File: config.mk
export PLATFORM = sky130hd
export DESIGN_NAME = greedy_match_selector_top
export DESIGN_NICKNAME = d
export VERILOG_FILES = /design/src/rtl/gms_pkg.sv /design/src/rtl/gms_ram.sv /design/src/rtl/greedy_match_selector_top.sv
export SDC_FILE = /design/constraint.sdc
export NUM_CORES = 2
export LEC_CHECK = 0
export BUFFER_PORTS_ARGS = -buffer_cell sky130_fd_sc_hd__buf_2
export CAP_MARGIN = 20
export CORE_UTILIZATION = 50
export CTS_CLUSTER_DIAMETER = 50
export DETAILED_ROUTE_END_ITERATION = 16
export PLACE_DENSITY = 0.69
export SLEW_MARGIN = 20
export SYNTH_ARGS = -nofsm -noshare
export SYNTH_HDL_FRONTEND = slang
export SYNTH_SLANG_ARGS = --single-unit
export TNS_END_PERCENT = 5
File: constraint.sdc
create_clock -name clk -period 23.6 [get_ports clk]
set_input_delay 0 -clock clk [delete_from_list [all_inputs] [get_ports clk]]
set_output_delay 0 -clock clk [all_outputs]
set_load 0.02 [all_outputs]
File: src/rtl/gms_pkg.sv
// ----------------------------------------------------------------------------
// Greedy match selector package
// Beat types, candidate entry layout, register indexes and controller states.
// ----------------------------------------------------------------------------
`default_nettype none

package gms_pkg;

    localparam int CFG_IDX_W = 2;
    localparam int CFG_DATA_W = 16;

    localparam logic [CFG_IDX_W-1:0] CFG_TOUCH_LIMIT = 2'd0;
    localparam logic [CFG_IDX_W-1:0] CFG_SCORE_FLOOR = 2'd1;
    localparam logic [CFG_IDX_W-1:0] CFG_SCORE_CEIL = 2'd2;
    localparam logic [CFG_IDX_W-1:0] CFG_FLASH_REUSE = 2'd3;

    localparam logic signed [15:0] TOUCH_LIMIT_RST = 16'sd8192;
    localparam logic signed [15:0] SCORE_FLOOR_RST = 16'sd0;
    localparam logic signed [15:0] SCORE_CEIL_RST = 16'sd4096;

    localparam logic PASS_TOUCH = 1'b0;
    localparam logic PASS_SCORE = 1'b1;

    typedef struct packed {
        logic [7:0]         object_id;
        logic [7:0]         flash_tag;
        logic               has_touch;
        logic signed [15:0] touch_metric;
        logic signed [15:0] match_score;
        logic               last_candidate;
    } in_beat_t;

    typedef struct packed {
        logic [5:0]         picked_index;
        logic [7:0]         picked_object;
        logic [7:0]         picked_flash;
        logic signed [15:0] picked_score;
        logic               picked_pass;
        logic               none_picked;
        logic               overflowed;
        logic               last_result;
    } out_beat_t;

    // one stored candidate, 49 bits
    typedef struct packed {
        logic [7:0]         obj;
        logic [7:0]         fl;
        logic               touch;
        logic signed [15:0] tscore;
        logic signed [15:0] mscore;
    } cand_t;

    localparam int CAND_W = $bits(cand_t);

    typedef enum logic [2:0] {
        ST_CLEAR,
        ST_LOAD,
        ST_SCAN,
        ST_USED_RD,
        ST_USED_CHK,
        ST_FLUSH
    } state_t;

endpackage

`default_nettype wire

File: src/rtl/gms_ram.sv
// ----------------------------------------------------------------------------
// Greedy match selector RAM
// Simple dual port memory, one write and one registered read per cycle.
// ----------------------------------------------------------------------------
`default_nettype none

module gms_ram #(
    parameter int WIDTH = 1,
    parameter int DEPTH = 2
) (
    input  wire logic                     clk,
    input  wire logic                     rd_en,
    input  wire logic [$clog2(DEPTH)-1:0] rd_addr,
    output logic      [WIDTH-1:0]         rd_data,
    input  wire logic                     wr_en,
    input  wire logic [$clog2(DEPTH)-1:0] wr_addr,
    input  wire logic [WIDTH-1:0]         wr_data
);

    logic [WIDTH-1:0] mem [DEPTH];

    always_ff @(posedge clk)
    begin
        if (wr_en)
        begin
            mem[wr_addr] <= wr_data;
        end
    end

    // hold the last read word until the next read
    always_ff @(posedge clk)
    begin
        if (rd_en)
        begin
            rd_data <= mem[rd_addr];
        end
    end

endmodule

`default_nettype wire

File: src/rtl/greedy_match_selector_top.sv
// ----------------------------------------------------------------------------
// Greedy match selector
// Loads candidate matches, then picks them greedily in a touch pass and a
// score pass, emitting each accepted match as one output beat.
// ----------------------------------------------------------------------------
// Usage:
//   in channel  : one candidate per beat, one beat a cycle while loading;
//                 the beat with last_candidate set starts selection.
//   out channel : accepted matches in acceptance order, last_result on the
//                 final beat; a run with no match gives one none_picked beat.
//   cfg port    : plain writes; write only while the block is idle.
// Flow: each pass repeatedly scans the candidate RAM, reading every stored
//   word in turn through its single read port and then checking for the end,
//   to find the next candidate in order, then looks that candidate up in the
//   used-id RAMs (ST_USED_RD, then ST_USED_CHK). Once the output is free, a
//   flush hands out the final beat, and a sweep of all ID_COUNT entries of
//   the used-id RAMs runs before the next candidate is taken.
// Reset: the same sweep clears the used-id RAMs; in_ready is low
//   throughout. The state, count and valid registers return to reset values.
// Stalls: one result sits in the output register and one more in a pending
//   slot; when both are full selection holds until out_ready returns.
// ----------------------------------------------------------------------------
`default_nettype none

module greedy_match_selector_top #(
    parameter int MAX_CANDIDATES = 64,
    parameter int ID_COUNT = 256
) (
    input  wire logic                                clk,
    input  wire logic                                rst_n,
    input  wire logic                                in_valid,
    output logic                                     in_ready,
    input  wire gms_pkg::in_beat_t                   in_data,
    output logic                                     out_valid,
    input  wire logic                                out_ready,
    output gms_pkg::out_beat_t                       out_data,
    input  wire logic                                cfg_we,
    input  wire logic [gms_pkg::CFG_IDX_W-1:0]       cfg_index,
    input  wire logic [gms_pkg::CFG_DATA_W-1:0]      cfg_data
);

    import gms_pkg::*;

    localparam int IDX_W = $clog2(MAX_CANDIDATES);
    localparam int CNT_W = $clog2(MAX_CANDIDATES + 1);
    localparam int ID_W = $clog2(ID_COUNT);

    // ------------------------------------------------------------------
    // Configuration registers
    // ------------------------------------------------------------------
    logic signed [15:0] touch_limit_reg;
    logic signed [15:0] score_floor_reg;
    logic signed [15:0] score_ceil_reg;
    logic               flash_reuse_reg;

    always_ff @(posedge clk or negedge rst_n)
    begin
        if (!rst_n)
        begin
            touch_limit_reg <= TOUCH_LIMIT_RST;
            score_floor_reg <= SCORE_FLOOR_RST;
            score_ceil_reg  <= SCORE_CEIL_RST;
            flash_reuse_reg <= 1'b0;
        end
        else if (cfg_we)
        begin
            case (cfg_index)
                CFG_TOUCH_LIMIT: touch_limit_reg <= cfg_data;
                CFG_SCORE_FLOOR: score_floor_reg <= cfg_data;
                CFG_SCORE_CEIL:  score_ceil_reg  <= cfg_data;
                CFG_FLASH_REUSE: flash_reuse_reg <= cfg_data[0];
                default: ;
            endcase
        end
    end

    // id to used-table address: constant table of id modulo ID_COUNT
    logic [ID_W-1:0] id_map [256];
    for (genvar g = 0; g < 256; g++)
    begin : g_id_map
        assign id_map[g] = ID_W'(g % ID_COUNT);
    end

    // ------------------------------------------------------------------
    // Control and datapath registers
    // ------------------------------------------------------------------
    state_t state_reg, state_next;

    logic [CNT_W-1:0]   count_reg;
    logic               ovf_reg;
    logic               pass_reg;
    logic               first_reg;
    logic [CNT_W-1:0]   scan_addr_reg;
    logic               rd_vld_reg;
    logic [IDX_W-1:0]   rd_idx_reg;
    logic               best_vld_reg;
    logic signed [16:0] best_key_reg;
    logic [IDX_W-1:0]   best_idx_reg;
    logic [7:0]         best_obj_reg;
    logic [7:0]         best_fl_reg;
    logic signed [15:0] best_score_reg;
    logic signed [16:0] last_key_reg;
    logic [IDX_W-1:0]   last_idx_reg;
    logic [ID_W-1:0]    clr_addr_reg;
    logic               pend_vld_reg;
    out_beat_t          pend_reg;
    logic               out_vld_reg;
    out_beat_t          out_reg;

    // ------------------------------------------------------------------
    // Memories
    // ------------------------------------------------------------------
    logic       store_rd_en;
    cand_t      store_rd_data;
    logic       store_wr_en;
    cand_t      store_wr_data;
    logic       used_rd_en;
    logic       obj_used;
    logic       fl_used;
    logic       used_wr_en;
    logic [ID_W-1:0] obj_wr_addr;
    logic [ID_W-1:0] fl_wr_addr;
    logic       used_wr_data;

    gms_ram #(
        .WIDTH (CAND_W),
        .DEPTH (MAX_CANDIDATES)
    ) u_store (
        .clk     (clk),
        .rd_en   (store_rd_en),
        .rd_addr (scan_addr_reg[IDX_W-1:0]),
        .rd_data (store_rd_data),
        .wr_en   (store_wr_en),
        .wr_addr (count_reg[IDX_W-1:0]),
        .wr_data (store_wr_data)
    );

    gms_ram #(
        .WIDTH (1),
        .DEPTH (ID_COUNT)
    ) u_obj_used (
        .clk     (clk),
        .rd_en   (used_rd_en),
        .rd_addr (id_map[best_obj_reg]),
        .rd_data (obj_used),
        .wr_en   (used_wr_en),
        .wr_addr (obj_wr_addr),
        .wr_data (used_wr_data)
    );

    gms_ram #(
        .WIDTH (1),
        .DEPTH (ID_COUNT)
    ) u_fl_used (
        .clk     (clk),
        .rd_en   (used_rd_en),
        .rd_addr (id_map[best_fl_reg]),
        .rd_data (fl_used),
        .wr_en   (used_wr_en),
        .wr_addr (fl_wr_addr),
        .wr_data (used_wr_data)
    );

    // ------------------------------------------------------------------
    // Ordering key of the word coming out of the store
    // ------------------------------------------------------------------
    // Both passes become an ascending key: the touch pass uses the absolute
    // touch score, the score pass the negated clamped match score.
    logic signed [16:0] t_ext;
    logic signed [16:0] t_abs;
    logic signed [15:0] m_clamp;
    logic signed [16:0] cur_key;
    logic               cur_elig;
    logic               after_last;
    logic               beats_best;

    always_comb
    begin
        t_ext   = {store_rd_data.tscore[15], store_rd_data.tscore};
        t_abs   = store_rd_data.tscore < 0 ? -t_ext : t_ext;
        m_clamp = store_rd_data.mscore < score_ceil_reg ? store_rd_data.mscore
                                                        : score_ceil_reg;
        if (pass_reg == PASS_SCORE)
        begin
            cur_key  = -{m_clamp[15], m_clamp};
            cur_elig = store_rd_data.mscore >= score_floor_reg;
        end
        else
        begin
            cur_key  = t_abs;
            cur_elig = store_rd_data.touch
                       && (t_abs <= $signed({touch_limit_reg[15], touch_limit_reg}));
        end
        after_last = first_reg || (cur_key > last_key_reg)
                     || ((cur_key == last_key_reg) && (rd_idx_reg > last_idx_reg));
        // scan runs in load order, so an equal key never displaces the best
        beats_best = !best_vld_reg || (cur_key < best_key_reg);
    end

    // ------------------------------------------------------------------
    // Handshakes and next state
    // ------------------------------------------------------------------
    logic in_fire;
    logic out_free;
    logic scan_done;
    logic pick_ok;
    logic pick_stall;
    logic out_load;

    assign in_ready  = (state_reg == ST_LOAD);
    assign in_fire   = in_valid && in_ready;
    assign out_free  = !out_vld_reg || out_ready;
    assign out_valid = out_vld_reg;
    assign out_data  = out_reg;
    assign scan_done = (scan_addr_reg == count_reg) && !rd_vld_reg;
    assign pick_ok   = !obj_used && (flash_reuse_reg || !fl_used);
    assign pick_stall = pick_ok && pend_vld_reg && !out_free;
    // the output register takes a beat on a pick with one held, or on flush
    assign out_load  = ((state_reg == ST_USED_CHK) && pick_ok && !pick_stall
                        && pend_vld_reg)
                       || ((state_reg == ST_FLUSH) && out_free);

    always_comb
    begin
        state_next    = state_reg;
        store_rd_en   = 1'b0;
        store_wr_en   = 1'b0;
        store_wr_data = '{obj: in_data.object_id, fl: in_data.flash_tag,
                          touch: in_data.has_touch, tscore: in_data.touch_metric,
                          mscore: in_data.match_score};
        used_rd_en    = 1'b0;
        used_wr_en    = 1'b0;
        used_wr_data  = 1'b0;
        obj_wr_addr   = clr_addr_reg;
        fl_wr_addr    = clr_addr_reg;
        case (state_reg)
            ST_CLEAR:
            begin
                used_wr_en = 1'b1;
                if (clr_addr_reg == ID_W'(ID_COUNT - 1))
                begin
                    state_next = ST_LOAD;
                end
            end
            ST_LOAD:
            begin
                store_wr_en = in_fire && (count_reg < CNT_W'(MAX_CANDIDATES));
                if (in_fire && in_data.last_candidate)
                begin
                    state_next = ST_SCAN;
                end
            end
            ST_SCAN:
            begin
                store_rd_en = scan_addr_reg < count_reg;
                if (scan_done)
                begin
                    if (best_vld_reg)
                    begin
                        state_next = ST_USED_RD;
                    end
                    else if (pass_reg == PASS_SCORE)
                    begin
                        state_next = ST_FLUSH;
                    end
                end
            end
            ST_USED_RD:
            begin
                used_rd_en = 1'b1;
                state_next = ST_USED_CHK;
            end
            ST_USED_CHK:
            begin
                obj_wr_addr  = id_map[best_obj_reg];
                fl_wr_addr   = id_map[best_fl_reg];
                used_wr_data = 1'b1;
                used_wr_en   = pick_ok && !pick_stall;
                if (!pick_stall)
                begin
                    state_next = ST_SCAN;
                end
            end
            ST_FLUSH:
            begin
                if (out_free)
                begin
                    state_next = ST_CLEAR;
                end
            end
            default:
            begin
                state_next = ST_CLEAR;
            end
        endcase
    end

    always_ff @(posedge clk or negedge rst_n)
    begin
        if (!rst_n)
        begin
            state_reg <= ST_CLEAR;
        end
        else
        begin
            state_reg <= state_next;
        end
    end

    // ------------------------------------------------------------------
    // Datapath
    // ------------------------------------------------------------------
    always_ff @(posedge clk or negedge rst_n)
    begin
        if (!rst_n)
        begin
            count_reg     <= '0;
            ovf_reg       <= 1'b0;
            pass_reg      <= PASS_TOUCH;
            first_reg     <= 1'b1;
            scan_addr_reg <= '0;
            rd_vld_reg    <= 1'b0;
            best_vld_reg  <= 1'b0;
            clr_addr_reg  <= '0;
            pend_vld_reg  <= 1'b0;
            out_vld_reg   <= 1'b0;
        end
        else
        begin
            // load a new output beat, else drop the current one once taken
            if (out_load)
            begin
                out_vld_reg <= 1'b1;
            end
            else if (out_ready)
            begin
                out_vld_reg <= 1'b0;
            end
            rd_vld_reg <= store_rd_en;
            case (state_reg)
                ST_CLEAR:
                begin
                    clr_addr_reg <= clr_addr_reg + 1'b1;
                end
                ST_LOAD:
                begin
                    clr_addr_reg <= '0;
                    if (in_fire)
                    begin
                        if (store_wr_en)
                        begin
                            count_reg <= count_reg + 1'b1;
                        end
                        else
                        begin
                            ovf_reg <= 1'b1;
                        end
                    end
                    pass_reg      <= PASS_TOUCH;
                    first_reg     <= 1'b1;
                    scan_addr_reg <= '0;
                    best_vld_reg  <= 1'b0;
                end
                ST_SCAN:
                begin
                    if (store_rd_en)
                    begin
                        scan_addr_reg <= scan_addr_reg + 1'b1;
                        rd_idx_reg    <= scan_addr_reg[IDX_W-1:0];
                    end
                    if (rd_vld_reg && cur_elig && after_last && beats_best)
                    begin
                        best_vld_reg   <= 1'b1;
                        best_key_reg   <= cur_key;
                        best_idx_reg   <= rd_idx_reg;
                        best_obj_reg   <= store_rd_data.obj;
                        best_fl_reg    <= store_rd_data.fl;
                        best_score_reg <= store_rd_data.mscore;
                    end
                    if (scan_done && !best_vld_reg && pass_reg == PASS_TOUCH)
                    begin
                        // advance to the score pass
                        pass_reg      <= PASS_SCORE;
                        first_reg     <= 1'b1;
                        scan_addr_reg <= '0;
                    end
                end
                ST_USED_RD:
                begin
                    last_key_reg <= best_key_reg;
                    last_idx_reg <= best_idx_reg;
                    first_reg    <= 1'b0;
                end
                ST_USED_CHK:
                begin
                    if (!pick_stall)
                    begin
                        scan_addr_reg <= '0;
                        best_vld_reg  <= 1'b0;
                    end
                    if (pick_ok && !pick_stall)
                    begin
                        // move the held result out and hold the new one
                        if (pend_vld_reg)
                        begin
                            out_reg <= pend_reg;
                        end
                        pend_vld_reg <= 1'b1;
                        pend_reg     <= '{picked_index: 6'(best_idx_reg),
                                          picked_object: best_obj_reg,
                                          picked_flash: best_fl_reg,
                                          picked_score: best_score_reg,
                                          picked_pass: pass_reg,
                                          none_picked: 1'b0,
                                          overflowed: ovf_reg,
                                          last_result: 1'b0};
                    end
                end
                ST_FLUSH:
                begin
                    if (out_free)
                    begin
                        if (pend_vld_reg)
                        begin
                            out_reg <= '{picked_index: pend_reg.picked_index,
                                         picked_object: pend_reg.picked_object,
                                         picked_flash: pend_reg.picked_flash,
                                         picked_score: pend_reg.picked_score,
                                         picked_pass: pend_reg.picked_pass,
                                         none_picked: pend_reg.none_picked,
                                         overflowed: pend_reg.overflowed,
                                         last_result: 1'b1};
                        end
                        else
                        begin
                            out_reg <= '{picked_index: '0,
                                         picked_object: '0,
                                         picked_flash: '0,
                                         picked_score: '0,
                                         picked_pass: 1'b0,
                                         none_picked: 1'b1,
                                         overflowed: ovf_reg,
                                         last_result: 1'b1};
                        end
                        pend_vld_reg <= 1'b0;
                        count_reg    <= '0;
                        ovf_reg      <= 1'b0;
                        clr_addr_reg <= '0;
                    end
                end
                default: ;
            endcase
        end
    end

endmodule

`default_nettype wire

==> tab_implementation.tex <==
\begin{tabular}{lr}
\hline
Metric & Value \\
\hline
\multicolumn{2}{l}{\textbf{Run status}} \\
\quad Result of the run & finished clean \\
\multicolumn{2}{l}{\textbf{Power and ir drop}} \\
\quad Design internal power & roughly 11 mW \\
\quad Pwr Density & between 80 and 90 mW/mm2 \\
\quad Share of total power consumed by net switching & 0.200 \\
\quad Clock share of power & 0.443 \\
\quad Switching power summed over all nets & roughly 2.8 mW \\
\quad Final Total Pwr & about 14 mW \\
\quad Flop pwr share & 0.544 \\
\quad Max rail drop VDD & a little over 0.06 mV \\
\quad Fraction of power consumed by combinational cells & 0.013 \\
\quad Leakage power & about 56 nW \\
\multicolumn{2}{l}{\textbf{Route}} \\
\quad Number of remaining DRC errors & 0 \\
\quad Number of optimization iterations in the first detailed-route pass & 6 \\
\quad Wirelength, routed & between 400000 and 500000 um \\
\quad Routed len/inst & roughly 34 um \\
\quad Via Count & between 70k and 80k \\
\quad Number of vias per cell & approximately 6.4 \\
\quad Number of nets with antenna violations after detailed routing & 0 \\
\quad DRC marker count from the first detailed-route iteration & around 11k \\
\multicolumn{2}{l}{\textbf{Hold path}} \\
\quad Hold WC Path Type & input port to register \\
\quad Terminating pin of the worst hold path & out\_valid\$\_DFFE\_PN0P\_ \\
\quad Hold depth & 4 \\
\quad Hold Startpoint & out\_ready \\
\multicolumn{2}{l}{\textbf{Timing}} \\
\quad PnR worst setup slack & between 15 and 20 ns \\
\quad Relative slew slack & 0.209 \\
\quad RSZ-0062 raised after global routing & no \\
\quad Hold WS & roughly 0.057 ns \\
\quad Worst setup skew after layout & $\sim$0.050 ns \\
\quad Endpoints failing hold & 0 \\
\quad Final critical path time including I/O delays and setup & between 7 and 8 ns \\
\quad Fin Setup TNS & 0 ns \\
\quad F\_max & $\sim$130 MHz \\
\quad Final count of negative-setup-slack endpoints & 0 \\
\quad Least-Margin Pin Slew & about 1.2 ns \\
\quad Final critical-path share of the clock period & 0.321 \\
\quad Number of max-slew violations in the final report & 0 \\
\multicolumn{2}{l}{\textbf{Critical path}} \\
\quad Nature of the critical path endpoint & register \\
\quad Crit-path slowest cell & sky130\_fd\_sc\_hd\_\_nor4\_4 \\
\quad Launching point of the worst reg2reg path & u\_store.rd\_data[11]\$\_DFFE\_PP\_ \\
\quad CP required & $\sim$24 ns \\
\quad Arrival @ worst endpoint & between 8 and 9 ns \\
\quad Reg-to-reg critical path endpoint & best\_fl\_reg[6]\$\_DFFE\_PP\_ \\
\quad Largest stage delay on the critical path & 0.71 ns \\
\quad Cell chain of the critical path & ha\_1 -> nand4\_1 -> nor4\_1 -> o221ai\_1 -> a41oi\_2 -> buf\_4 -> mux2i\_1 -> ha\_1 -> nand4\_1 -> nor4\_1 -> xnor2\_1 -> nand2\_1 -> o21ai\_0 -> a21oi\_1 -> ha\_1 -> a21o\_1 -> a21o\_1 -> a21oi\_1 -> o21ai\_0 -> a221o\_1 -> mux2i\_1 -> nor4\_4 -> buf\_4 \\
\quad Worst-path maximum fanout & 46 \\
\quad Total buffers and inverters traversed by the critical path & 2 \\
\quad Register-to-Register Path Depth & 23 \\
\quad Reg-to-reg slack, setup & $\sim$16 ns \\
\quad Element type at the critical path start & register \\
\quad Kind of cell adding the most delay to the critical path & simple AND/OR/NAND/NOR gates \\
\quad Category of the critical setup timing path & register to register \\
\quad Most Frequent Cell on Critical Path & sky130\_fd\_sc\_hd\_\_ha\_1 \\
\multicolumn{2}{l}{\textbf{Global routing}} \\
\quad Leftover overflow at the end of global routing & 0 \\
\quad GRT Total Usage & 0.258 \\
\quad Number of global-route vias before repair & $\sim$75k \\
\quad Pin count of the biggest net entering global routing & about 170 \\
\quad Number of antenna violations at the first check in global routing & 31 \\
\quad Wire length of the first global-routing pass & 563000 um \\
\multicolumn{2}{l}{\textbf{Floorplanning}} \\
\quad Die Outline Area & 0.312 mm2 \\
\quad Initial Util & 0.504 \\
\quad Number of core rows & slightly above 200 \\
\quad IO Pins & around 120 \\
\quad Die Ht & $\sim$560 um \\
\quad Die X-Extent & between 500 and 600 um \\
\quad Floorplan core area & between 0.3 and 0.4 mm2 \\
\multicolumn{2}{l}{\textbf{Logic synthesis}} \\
\quad Synthesized flop and latch total & between 3k and 4k \\
\quad Most common flop cell mapped by yosys & sky130\_fd\_sc\_hd\_\_edfxtp\_1 \\
\quad Number of library cell types mapped by synthesis & 68 \\
\quad Sequential fraction of the synthesis area & 0.763 \\
\quad Mean instance size in the synthesized netlist & about 22 um2 \\
\quad Synth Net Count & 7189 \\
\quad Cell area after technology mapping & about 0.15 mm2 \\
\quad Synth Instances & about 7k \\
\quad Async S/R FF share, synth & 0.0205 \\
\quad Count of synthesis-stage warnings from yosys & 0 \\
\quad Number of flops mapped to enable cells by yosys & 3865 \\
\multicolumn{2}{l}{\textbf{Clocking}} \\
\quad Clock tree from TritonCTS & done \\
\quad Number of clock sinks & roughly 3.9k \\
\quad Inserted Clock Buffers & about 400 \\
\quad CTS max path bufs & 4 \\
\quad Clock root buffer master & sky130\_fd\_sc\_hd\_\_clkbuf\_16 \\
\quad Post-cts repair resize count & 0 \\
\quad CTS clk-pin slew, worst paths & $\sim$0.060 ns \\
\quad Clock latency of the later-clocked register in the worst-skew pair & 0.95 ns \\
\quad Htree depth & 5 \\
\multicolumn{2}{l}{\textbf{Layout}} \\
\quad Fraction of final layout cells with drive strength greater than 1 & 0.284 \\
\quad Layout Area Growth over Synthesis & 13.1\% \\
\quad Post-route cell area & $\sim$0.17 mm2 \\
\quad Register ranked first by flip-flop count & u\_store.mem \\
\quad Flip-flop count of the largest register, all copies and words added & roughly 3.1k \\
\quad Largest regs & u\_store.mem (3136), u\_fl\_used.mem (256), u\_obj\_used.mem (256) \\
\quad Net total in the final layout & roughly 7.6k \\
\multicolumn{2}{l}{\textbf{Placement}} \\
\quad Hpwl dp & 207000 um \\
\quad Placed standard-cell area & between 0.15 and 0.2 mm2 \\
\quad DP Worst Slack & roughly 16 ns \\
\quad Routability cong. & approximately 0.84 \\
\quad Total of buffers placed on input and output ports & about 120 \\
\multicolumn{2}{l}{\textbf{Flow run}} \\
\quad Number of violations of the max-capacitance limit & 0 \\
\hline
\end{tabular}
==> logic make-up (layout without fill, tap and decap cells) <==
| kind of cell | count (synthesis) | count (layout) | share of synthesized area |
|---|---|---|---|
| flip-flops | 3946 | 3946 | 0.763 |
| AO/OA/AOI/OAI | 208 | 208 | 0.00899 |
| adder cells (fa/ha/maj) | 99 | 99 | 0.00801 |
| other | 1 | 6 | 0.0000242 |
| XOR/XNOR | 45 | 45 | 0.00255 |
| AND/OR/NAND/NOR | 993 | 993 | 0.0271 |
| multiplexers | 1247 | 1247 | 0.177 |
| buffers and inverters | 478 | 1238 | 0.0126 |
==> routing by layer <==
layer	track usage	wire (um)	vias up
li1	-	-	30061
met1	0.359	152000	40989
met2	0.411	193000	4555
met3	0.0590	44100	746
met4	0.0726	12000	14
met5	0	95	-
==> how the worst max path moves through the flow <==
stage                                    from                        end  slack, ns  depth (start not counted)
2_1_floorplan  score_ceil_reg[12]$_DFFE_PN1P_   best_fl_reg[0]$_DFFE_PP_      12.65                         26
3_3_place_gp    u_store.rd_data[11]$_DFFE_PP_  best_obj_reg[0]$_DFFE_PP_      15.82                         23
3_5_place_dp    u_store.rd_data[11]$_DFFE_PP_   best_fl_reg[3]$_DFFE_PP_      16.17                         23
4_1_cts         u_store.rd_data[11]$_DFFE_PP_   best_fl_reg[6]$_DFFE_PP_      16.13                         23
5_1_grt        score_ceil_reg[12]$_DFFE_PN1P_   best_fl_reg[6]$_DFFE_PP_      15.65                         24
6_report        u_store.rd_data[11]$_DFFE_PP_   best_fl_reg[6]$_DFFE_PP_      16.03                         23
==> timing repair <==
action,4_1_cts,5_1_grt
hold buffers,101,0
hold endpoints to repair,3303,0
buffers inserted,0,0
==> power by group through the flow <==
| stage | Clock [mW] | Sequential [mW] | Combinational, mW |
|---|---|---|---|
| floorplan | 0 | 7.84 | 0.0634 |
| global placement | 0 | 7.84 | 0.158 |
| detailed placement | 0 | 7.84 | 0.167 |
| CTS | 6.34 | 7.70 | 0.185 |
| global route | 6.61 | 7.69 | 0.204 |
| finish | 6.28 | 7.70 | 0.186 |
==> synthesized netlist by cell type (all sizes together) (14+ instances only) <==
cell type	number	area, um2
dfrtp	78	1950
mux2	42	473
ha	99	1240
nor2	658	2470
nand2b	14	87.6
xnor2	32	280
nand4	24	150
nor3	18	95.1
o21ai	62	310
buf	163	771
a21oi	34	170
inv	108	405
mux2i	14	140
mux4	1191	26800
nand2	145	544
a21o	23	173
nand3	16	80.1
nor2b	59	369
clkbuf	206	773
edfxtp	3865	116000
==> cell usage in the layout, fill, tap and decap left out, drive strengths merged, types with 78 or more instances in the layout <==
cell type and count:
clkbuf 487, nor2 658, buf 294, edfxtp 3865, clkinv 170, nand2 145
dlygate4sd3 100, mux4 1191, inv 127, ha 99, dfrtp 78
==> cell type report <==
type	count	area (um2)
fill	22027	132000
multi-input combinational	2593	35200
antenna	5	12.5
inverter	109	417
tap	4100	5130
sequential	3946	118000
timing repair buffer	394	3050
clock inverter	248	2470
clock buffer	487	10600
==> tightest hold or removal path: cells and delay by family <==
| kind | cells | cell delay (ns) |
|---|---|---|
| buffers and inverters | 2 | 0.69 |
| AND/OR/NAND/NOR | 2 | 0.26 |
==> metrics by stage <==
step / util / std cells
floorplan: - / 7017
global placement: 0.524 / 11039
detailed placement: 0.524 / 11040
CTS: 0.570 / 11876
global route: 0.570 / 11878
finish: 0.570 / 11882
(Power assumes the default switching activity.)
